--- src/rtl/alu8_pkg.sv ---
// shared types, opcodes and the booth step function for the alu8 block
// no dependencies; used by every module of the block

package alu8_pkg;

   localparam int QUEUE_DEPTH = 2;
   localparam int BOOTH_STEPS = 8;
   localparam int BOOTH_HALF  = BOOTH_STEPS / 2;

   localparam logic [7:0] FUNC_ADD = 8'h01;
   localparam logic [7:0] FUNC_SUB = 8'h02;
   localparam logic [7:0] FUNC_MUL = 8'h03;
   localparam logic [7:0] FUNC_AND = 8'h04;
   localparam logic [7:0] FUNC_OR  = 8'h05;
   localparam logic [7:0] FUNC_NOT = 8'h06;
   localparam logic [7:0] FUNC_XOR = 8'h07;
   localparam logic [7:0] FUNC_SHR = 8'h08;
   localparam logic [7:0] FUNC_SHL = 8'h09;

   typedef enum logic [3:0] {
      KIND_ADD,
      KIND_SUB,
      KIND_MUL,
      KIND_AND,
      KIND_OR,
      KIND_NOT,
      KIND_XOR,
      KIND_SHR,
      KIND_SHL,
      KIND_BAD
   } op_kind_type;

   typedef struct packed {
      op_kind_type kind;
      logic [7:0]  op_a;
      logic [7:0]  op_b;
   } cmd_type;

   typedef struct packed {
      logic [7:0] acc;
      logic [7:0] q;
      logic       qprev;
   } booth_type;

   typedef struct packed {
      logic [15:0] result;
      logic        carry_flag;
      logic        zero_flag;
      logic        overflow_flag;
      logic        sign_flag;
      logic        invalid_op;
   } rsp_type;

   // one radix-2 booth step: add or subtract, then arithmetic shift of acc:q
   function automatic booth_type booth_step(booth_type s, logic [7:0] m);
      booth_type  r;
      logic [7:0] sum;
      unique case ({s.q[0], s.qprev})
         2'b10: begin
            sum = s.acc - m;
         end
         2'b01: begin
            sum = s.acc + m;
         end
         default: begin
            sum = s.acc;
         end
      endcase
      r.acc   = {sum[7], sum[7:1]};
      r.q     = {sum[0], s.q[7:1]};
      r.qprev = s.q[0];
      return r;
   endfunction

endpackage

--- src/rtl/alu8_front.sv ---
// front end: accepts request transactions and decodes the opcode
// depends on alu8_pkg

module alu8_front (
   input  logic                 clock,
   input  logic                 reset,
   input  logic                 in_valid,
   output logic                 in_ready,
   input  logic [7:0]           op_a,
   input  logic [7:0]           op_b,
   input  logic [7:0]           func,
   output logic                 cmd_valid,
   input  logic                 cmd_ready,
   output alu8_pkg::cmd_type    cmd
);

   logic                 valid_ff;
   logic                 valid_in;
   alu8_pkg::cmd_type    cmd_ff;
   alu8_pkg::cmd_type    cmd_in;
   alu8_pkg::op_kind_type kind;

   always_comb begin
      unique case (func)
         alu8_pkg::FUNC_ADD: kind = alu8_pkg::KIND_ADD;
         alu8_pkg::FUNC_SUB: kind = alu8_pkg::KIND_SUB;
         alu8_pkg::FUNC_MUL: kind = alu8_pkg::KIND_MUL;
         alu8_pkg::FUNC_AND: kind = alu8_pkg::KIND_AND;
         alu8_pkg::FUNC_OR:  kind = alu8_pkg::KIND_OR;
         alu8_pkg::FUNC_NOT: kind = alu8_pkg::KIND_NOT;
         alu8_pkg::FUNC_XOR: kind = alu8_pkg::KIND_XOR;
         alu8_pkg::FUNC_SHR: kind = alu8_pkg::KIND_SHR;
         alu8_pkg::FUNC_SHL: kind = alu8_pkg::KIND_SHL;
         default:            kind = alu8_pkg::KIND_BAD;
      endcase
   end

   assign in_ready  = !valid_ff || cmd_ready;
   assign cmd_valid = valid_ff;
   assign cmd       = cmd_ff;

   always_comb begin
      valid_in = valid_ff;
      cmd_in   = cmd_ff;
      if (in_ready) begin
         valid_in    = in_valid;
         cmd_in.kind = kind;
         cmd_in.op_a = op_a;
         cmd_in.op_b = op_b;
      end
   end

   always_ff @(posedge clock) begin
      if (reset) begin
         valid_ff <= 1'b0;
      end else begin
         valid_ff <= valid_in;
      end
      cmd_ff <= cmd_in;
   end

endmodule

--- src/rtl/alu8_queue.sv ---
// short fifo between the decode front end and the execute back end
// depends on alu8_pkg

module alu8_queue #(
   parameter int DEPTH = alu8_pkg::QUEUE_DEPTH
) (
   input  logic              clock,
   input  logic              reset,
   input  logic              wr_valid,
   output logic              wr_ready,
   input  alu8_pkg::cmd_type wr_cmd,
   output logic              rd_valid,
   input  logic              rd_ready,
   output alu8_pkg::cmd_type rd_cmd
);

   localparam int PTR_W = (DEPTH > 1) ? $clog2(DEPTH) : 1;
   localparam int CNT_W = $clog2(DEPTH + 1);
   localparam logic [PTR_W-1:0] PTR_LAST = PTR_W'(DEPTH - 1);
   localparam logic [CNT_W-1:0] CNT_FULL = CNT_W'(DEPTH);

   alu8_pkg::cmd_type mem [DEPTH];

   logic [PTR_W-1:0] wr_ptr_ff;
   logic [PTR_W-1:0] wr_ptr_in;
   logic [PTR_W-1:0] rd_ptr_ff;
   logic [PTR_W-1:0] rd_ptr_in;
   logic [CNT_W-1:0] count_ff;
   logic [CNT_W-1:0] count_in;
   logic             push;
   logic             pop;

   assign wr_ready = (count_ff != CNT_FULL);
   assign rd_valid = (count_ff != '0);
   assign rd_cmd   = mem[rd_ptr_ff];
   assign push     = wr_valid && wr_ready;
   assign pop      = rd_valid && rd_ready;

   always_comb begin
      wr_ptr_in = wr_ptr_ff;
      rd_ptr_in = rd_ptr_ff;
      count_in  = count_ff;
      if (push) begin
         wr_ptr_in = (wr_ptr_ff == PTR_LAST) ? '0 : wr_ptr_ff + PTR_W'(1);
      end
      if (pop) begin
         rd_ptr_in = (rd_ptr_ff == PTR_LAST) ? '0 : rd_ptr_ff + PTR_W'(1);
      end
      if (push && !pop) begin
         count_in = count_ff + CNT_W'(1);
      end else if (pop && !push) begin
         count_in = count_ff - CNT_W'(1);
      end
   end

   always_ff @(posedge clock) begin
      if (reset) begin
         wr_ptr_ff <= '0;
         rd_ptr_ff <= '0;
         count_ff  <= '0;
      end else begin
         wr_ptr_ff <= wr_ptr_in;
         rd_ptr_ff <= rd_ptr_in;
         count_ff  <= count_in;
      end
   end

   always_ff @(posedge clock) begin
      if (push) begin
         mem[wr_ptr_ff] <= wr_cmd;
      end
   end

   assert property (@(posedge clock) disable iff (reset) count_ff <= CNT_FULL)
      else $error("queue count above depth");

   assert property (@(posedge clock) disable iff (reset)
      push && !pop |=> count_ff == $past(count_ff) + CNT_W'(1))
      else $error("queue count missed a push");

   assert property (@(posedge clock) disable iff (reset)
      pop && !push |=> count_ff == $past(count_ff) - CNT_W'(1))
      else $error("queue count missed a pop");

endmodule

--- src/rtl/alu8_back.sv ---
// back end: executes commands in two stages, booth multiply split over both
// depends on alu8_pkg

module alu8_back (
   input  logic              clock,
   input  logic              reset,
   input  logic              cmd_valid,
   output logic              cmd_ready,
   input  alu8_pkg::cmd_type cmd,
   output logic              out_valid,
   input  logic              out_ready,
   output alu8_pkg::rsp_type out_rsp
);

   logic                  s1_valid_ff;
   logic                  s1_valid_in;
   alu8_pkg::op_kind_type s1_kind_ff;
   logic [7:0]            s1_mcand_ff;
   alu8_pkg::booth_type   s1_booth_ff;
   alu8_pkg::booth_type   s1_booth_in;
   logic [15:0]           s1_result_ff;
   logic [15:0]           s1_result_in;

   logic                  out_valid_ff;
   logic                  out_valid_in;
   alu8_pkg::rsp_type     out_rsp_ff;
   alu8_pkg::rsp_type     out_rsp_in;

   logic                  out_load;
   logic                  s1_load;
   logic [7:0]            neg_b;
   alu8_pkg::booth_type   s2_booth;
   logic [15:0]           s2_result;

   assign out_load  = !out_valid_ff || out_ready;
   assign s1_load   = !s1_valid_ff || out_load;
   assign cmd_ready = s1_load;
   assign out_valid = out_valid_ff;
   assign out_rsp   = out_rsp_ff;

   // stage one: simple operations and the first half of the booth steps
   always_comb begin
      neg_b = ~cmd.op_b + 8'd1;
      unique case (cmd.kind)
         alu8_pkg::KIND_ADD: s1_result_in = {7'd0, {1'b0, cmd.op_a} + {1'b0, cmd.op_b}};
         alu8_pkg::KIND_SUB: s1_result_in = {7'd0, {1'b0, cmd.op_a} + {1'b0, neg_b}};
         alu8_pkg::KIND_AND: s1_result_in = {8'd0, cmd.op_a & cmd.op_b};
         alu8_pkg::KIND_OR:  s1_result_in = {8'd0, cmd.op_a | cmd.op_b};
         alu8_pkg::KIND_NOT: s1_result_in = {8'd0, ~cmd.op_a};
         alu8_pkg::KIND_XOR: s1_result_in = {8'd0, cmd.op_a ^ cmd.op_b};
         alu8_pkg::KIND_SHR: s1_result_in = {9'd0, cmd.op_a[7:1]};
         alu8_pkg::KIND_SHL: s1_result_in = {7'd0, cmd.op_a, 1'b0};
         default:            s1_result_in = 16'd0;
      endcase
      s1_booth_in.acc   = 8'd0;
      s1_booth_in.q     = cmd.op_b;
      s1_booth_in.qprev = 1'b0;
      for (int i = 0; i < alu8_pkg::BOOTH_HALF; i++) begin
         s1_booth_in = alu8_pkg::booth_step(s1_booth_in, cmd.op_a);
      end
      s1_valid_in = s1_load ? cmd_valid : s1_valid_ff;
   end

   always_ff @(posedge clock) begin
      if (reset) begin
         s1_valid_ff <= 1'b0;
      end else begin
         s1_valid_ff <= s1_valid_in;
      end
      if (s1_load) begin
         s1_kind_ff   <= cmd.kind;
         s1_mcand_ff  <= cmd.op_a;
         s1_booth_ff  <= s1_booth_in;
         s1_result_ff <= s1_result_in;
      end
   end

   // stage two: second half of the booth steps and the flags
   always_comb begin
      s2_booth = s1_booth_ff;
      for (int i = 0; i < alu8_pkg::BOOTH_STEPS - alu8_pkg::BOOTH_HALF; i++) begin
         s2_booth = alu8_pkg::booth_step(s2_booth, s1_mcand_ff);
      end
      s2_result = (s1_kind_ff == alu8_pkg::KIND_MUL) ? {s2_booth.acc, s2_booth.q}
                                                     : s1_result_ff;
      if (s1_kind_ff == alu8_pkg::KIND_BAD) begin
         out_rsp_in = '0;
         out_rsp_in.invalid_op = 1'b1;
      end else begin
         out_rsp_in.result        = s2_result;
         out_rsp_in.carry_flag    = |s2_result[15:8];
         out_rsp_in.zero_flag     = (s2_result == 16'd0);
         out_rsp_in.overflow_flag = |s2_result[15:7];
         out_rsp_in.sign_flag     = s2_result[7];
         out_rsp_in.invalid_op    = 1'b0;
      end
      out_valid_in = out_load ? s1_valid_ff : out_valid_ff;
   end

   always_ff @(posedge clock) begin
      if (reset) begin
         out_valid_ff <= 1'b0;
      end else begin
         out_valid_ff <= out_valid_in;
      end
      if (out_load) begin
         out_rsp_ff <= out_rsp_in;
      end
   end

   assert property (@(posedge clock) disable iff (reset)
      out_valid_ff && out_rsp_ff.invalid_op |-> out_rsp_ff.result == 16'd0
         && !out_rsp_ff.carry_flag && !out_rsp_ff.zero_flag
         && !out_rsp_ff.overflow_flag && !out_rsp_ff.sign_flag)
      else $error("invalid opcode transaction carries data or flags");

   assert property (@(posedge clock) disable iff (reset)
      out_valid_ff && out_rsp_ff.carry_flag |-> out_rsp_ff.overflow_flag)
      else $error("carry set without overflow");

   assert property (@(posedge clock) disable iff (reset)
      out_valid_ff && out_rsp_ff.zero_flag |-> out_rsp_ff.result == 16'd0
         && !out_rsp_ff.invalid_op)
      else $error("zero flag with nonzero result");

endmodule

--- src/rtl/alu8_booth_flags_top.sv ---
// top level of the 8-bit alu with booth multiplier and flags
// depends on alu8_pkg, alu8_front, alu8_queue, alu8_back

// The block takes one transaction per clock cycle while neither side stalls and
// returns one response per transaction, in order. A transaction passes the decode
// register, the command queue, the first execute stage and the output register.
// The eight Booth multiply steps run four in each execute stage, which keeps MUL
// at the same one-per-cycle rate as the other opcodes. The queue lets the
// request side keep going for QUEUE_DEPTH transactions while the response
// side is stalled. An unknown opcode returns zero with invalid_op set.

module alu8_booth_flags_top #(
   parameter int QUEUE_DEPTH = alu8_pkg::QUEUE_DEPTH
) (
   input  logic        clock,
   input  logic        reset,
   input  logic        req_tvalid,
   output logic        req_tready,
   input  logic [15:0] req_tdata,   // op_a, op_b
   input  logic [7:0]  req_tuser,   // func
   output logic        rsp_tvalid,
   input  logic        rsp_tready,
   output logic [23:0] rsp_tdata,   // result, carry_flag, zero_flag, overflow_flag, sign_flag
   output logic [0:0]  rsp_tuser    // invalid_op
);

   logic              front_valid;
   logic              front_ready;
   alu8_pkg::cmd_type front_cmd;
   logic              queue_valid;
   logic              queue_ready;
   alu8_pkg::cmd_type queue_cmd;
   alu8_pkg::rsp_type rsp;

   alu8_front u_front (
      .clock     (clock),
      .reset     (reset),
      .in_valid  (req_tvalid),
      .in_ready  (req_tready),
      .op_a      (req_tdata[7:0]),
      .op_b      (req_tdata[15:8]),
      .func      (req_tuser),
      .cmd_valid (front_valid),
      .cmd_ready (front_ready),
      .cmd       (front_cmd)
   );

   alu8_queue #(
      .DEPTH (QUEUE_DEPTH)
   ) u_queue (
      .clock    (clock),
      .reset    (reset),
      .wr_valid (front_valid),
      .wr_ready (front_ready),
      .wr_cmd   (front_cmd),
      .rd_valid (queue_valid),
      .rd_ready (queue_ready),
      .rd_cmd   (queue_cmd)
   );

   alu8_back u_back (
      .clock     (clock),
      .reset     (reset),
      .cmd_valid (queue_valid),
      .cmd_ready (queue_ready),
      .cmd       (queue_cmd),
      .out_valid (rsp_tvalid),
      .out_ready (rsp_tready),
      .out_rsp   (rsp)
   );

   assign rsp_tdata = {4'd0, rsp.sign_flag, rsp.overflow_flag, rsp.zero_flag,
                       rsp.carry_flag, rsp.result};
   assign rsp_tuser = rsp.invalid_op;

endmodule

--- config.mk ---
export PLATFORM = sky130hd
export DESIGN_NAME = alu8_booth_flags_top
export DESIGN_NICKNAME = d
export VERILOG_FILES = /design/src/rtl/alu8_pkg.sv /design/src/rtl/alu8_front.sv /design/src/rtl/alu8_queue.sv /design/src/rtl/alu8_back.sv /design/src/rtl/alu8_booth_flags_top.sv
export SDC_FILE = /design/constraint.sdc
export NUM_CORES = 1
export LEC_CHECK = 0
export BUFFER_PORTS_ARGS = -buffer_cell sky130_fd_sc_hd__buf_2
export CAP_MARGIN = 20
export CORE_MARGIN = 3
export CORE_UTILIZATION = 63
export CTS_CLUSTER_SIZE = 12
export DETAILED_ROUTE_END_ITERATION = 8
export PLACE_DENSITY = 0.9
export SETUP_SLACK_MARGIN = 0.3
export SLEW_MARGIN = 10
export SYNTH_ARGS = -nofsm -noshare
export SYNTH_HDL_FRONTEND = slang
export SYNTH_HIERARCHICAL = 1
export SYNTH_SLANG_ARGS = --single-unit
--- constraint.sdc ---
create_clock -name clock -period 7.5 [get_ports clock]
set_input_delay 0.375 -clock clock [delete_from_list [all_inputs] [get_ports clock]]
set_output_delay 0.375 -clock clock [all_outputs]
set_load 0.01 [all_outputs]
==> metrics.txt <==
status=finished, final reports clean; Pre-Repair DR Iteration Count=7; 1st-iter DRT viols=715; Main synth FF type=edfxtp_1; Setup CP Type=flop to flop; CTS H-tree lvls=4; Sink Count=124; Syn Inst Count=914; Initial Util=66.1%; Post-DRT Antenna Nets=0; die extent in x=128 um; Layout Skew=0.0146 ns; Area Growth Syn to Fin=13.4%; Hold WS=0.126 ns; first-pass GRT wire length=34700 um; clock buffer count from CTS=17; Final period util=93.3%; root buffer cell=clkbuf_16; Worst Setup End Kind=flop; DP HPWL=15600 um; post-synth top area share=37.1%; max cap viols=0; Final Hold Fails=0; count of final setup violators=0; Syn Std Cell Area=9390 um2; Post-synth EDFFs=116; commonest cells in the synthesized netlist=edfxtp_1, nor2_1, ha_1; CP arrival=7.17 ns; Worst Path Required=7.67 ns; Final Critical Period=7.00 ns; CP Launch Type=flop; Crit path top cell by count=nor2_1; Yosys cell types=80; post-layout net count=1089; GRT Resource Usage Total=26.7%; critical path peak fanout=6; Top delay family on crit path=simple AND/OR/NAND/NOR gates; Slew @ Worst Pin=0.969 ns; # IOs=55; Slew HR=35.4%; Async S/R FF share, synth=0%; diode count=0; TNS Setup=0 ns; GRT overflow=0; top-count cell post-synth=edfxtp_1; highest cell delay on the worst timing path=0.49 ns; share of layout cells above drive strength 1=20.2%; clock slew at the register clock pins of the worst setup and hold paths=0.06 ns; IO Port Bufs=50; die height=128 um; RSZ-0062 raised after global routing=no; top cells by area, synth=edfxtp_1, ha_1, xnor2_1; Site Rows=43; DRC=0; Skew-Pair Late Insertion Delay=0.42 ns; count of warnings emitted by yosys=6; CTS tree=done; post-synth top area cell=edfxtp_1; largest net degree at the start of global routing=39; Core Footprint=14200 um2; Routed WL=22100 um; total die area=16400 um2; Min-Delay Path Class=input pin to flop; vias in the first global route=7132; number of synthesized register bits=124; Max Buffers Root-to-Sink=2; Via Count=7256; Post-CTS Hold Buffers=0; post-DR vias/cell=6.27; fin. max-slew vios=0; wire per inst=19.1 um; RD Place Congestion=0.954; CP max-delay cell=edfxtp_1; synthesized area per cell=10.3 um2; initial antenna violation count=0; CP bufs+invs=1; Seq/Total Area, Yosys=38.8%; Max Clk Rate=143 MHz
## sequential cells by signal (all words and copies together), names as in the netlist, named ones only
signal and flops:
u_back/s1_kind_ff 4, u_queue/mem 40, u_queue/wr_ptr_ff 1, u_back/s1_booth_ff 16
u_front/cmd_valid 1, u_back/out_rsp 19, u_back/out_valid 1, u_back/s1_mcand_ff 8
u_back/s1_result_ff 9, u_queue/count_ff 2, u_front/cmd 20, u_queue/rd_ptr_ff 1
u_back/s1_valid_ff 1
## final cells by class
type | instances | area, um2
tap | 180 | 225
timing repair buffer | 67 | 375
clock inverter | 10 | 108
sequential | 124 | 3640
clock buffer | 22 | 551
multi-input combinational | 692 | 5510
inverter | 62 | 233
fill | 899 | 3560
## layout by cell type, fill, tap and decap left out, types with 8 or more instances in the layout
| master | netlist | routed |
|---|---|---|
| a211oi_1 | 10 | 9 |
| o21ai_0 | 31 | 27 |
| nor2b_1 | 13 | 12 |
| nor2_1 | 97 | 96 |
| nand2_1 | 48 | 48 |
| xor2_1 | 37 | 37 |
| nor3_1 | 8 | 8 |
| a21oi_1 | 53 | 52 |
| mux2_2 | 42 | 42 |
| edfxtp_1 | 116 | 116 |
| buf_4 | 8 | 15 |
| mux2i_1 | 13 | 13 |
| a31oi_1 | 9 | 8 |
| o21ai_1 | 7 | 10 |
| nand2b_1 | 12 | 12 |
| dfxtp_1 | 8 | 8 |
| nand3_1 | 12 | 11 |
| a21o_1 | 19 | 19 |
| ha_1 | 89 | 84 |
| xnor2_1 | 61 | 59 |
| o21bai_1 | 8 | 8 |
| inv_1 | 54 | 53 |
| clkbuf_16 | 0 | 22 |
| buf_2 | 10 | 51 |
## worst paths after layout
check | start | end | slack (ns) | depth (start not counted)
setup / recovery | u_back/s1_mcand_ff[1] | u_back/out_rsp[3] | 0.50 | 35
hold / removal | req_tdata[2] | u_front/cmd[10] | 0.13 | 1
setup reg to reg | u_back/s1_mcand_ff[1] | u_back/out_rsp[3] | 0.50 | 35
hold reg to reg | u_front/cmd[4] | u_queue/mem[0][4] | 0.44 | 0
## worst reg2reg max path, delay by kind of cell, from the launching register on
family	cells	cell delay, ns
AND/OR/NAND/NOR	17	3.04
AO/OA/AOI/OAI	8	1.29
adder cells (fa/ha/maj)	5	1.25
XOR/XNOR	4	0.56
flip-flops	1	0.49
buffers and inverters	1	0.12
## cell families (layout without fill, tap and decap cells)
group	count (synthesis)	count (layout)	synth area share (%)
muxes	58	58	7.14
buffers and inverters	101	161	4.57
other	1	4	0.0399
adders and majority gates	97	97	13.6
xor gates and xnor gates	100	100	9.49
and+or+nand+nor	238	238	12.9
AOI/OAI and AO/OA	195	195	13.5
DFF	124	124	38.8
## routing by layer
| layer | global-route usage [%] | share of wire [%] |
|---|---|---|
| met1 | 32.8 | 39 |
| met4 | 14.2 | 3.9 |
| met5 | 0 | 0 |
| met2 | 45.0 | 50 |
| met3 | 4.42 | 7.3 |
## timing repair
item | in CTS | in global routing
pin swaps | 0 | 14
setup buffers | 1 | 9
endpoints found under the setup margin | 3 | 5
resized for setup | 3 | 35
## through the flow
step | cell area (um2) | setup WS [ns] | util, % | cells
floorplan | 9400 | 0.574 | - | 917
global placement | 9730 | 0.501 | 68.5 | 1113
detailed placement | 9730 | 0.183 | 68.5 | 1113
CTS | 10400 | 0.345 | 73.3 | 1146
global route | 10600 | 0.177 | 74.9 | 1157
finish | 10600 | 0.500 | 74.9 | 1157
Power is not shown: default switching activity piles up to over one toggle a cycle in this logic, so the estimate is an artifact.
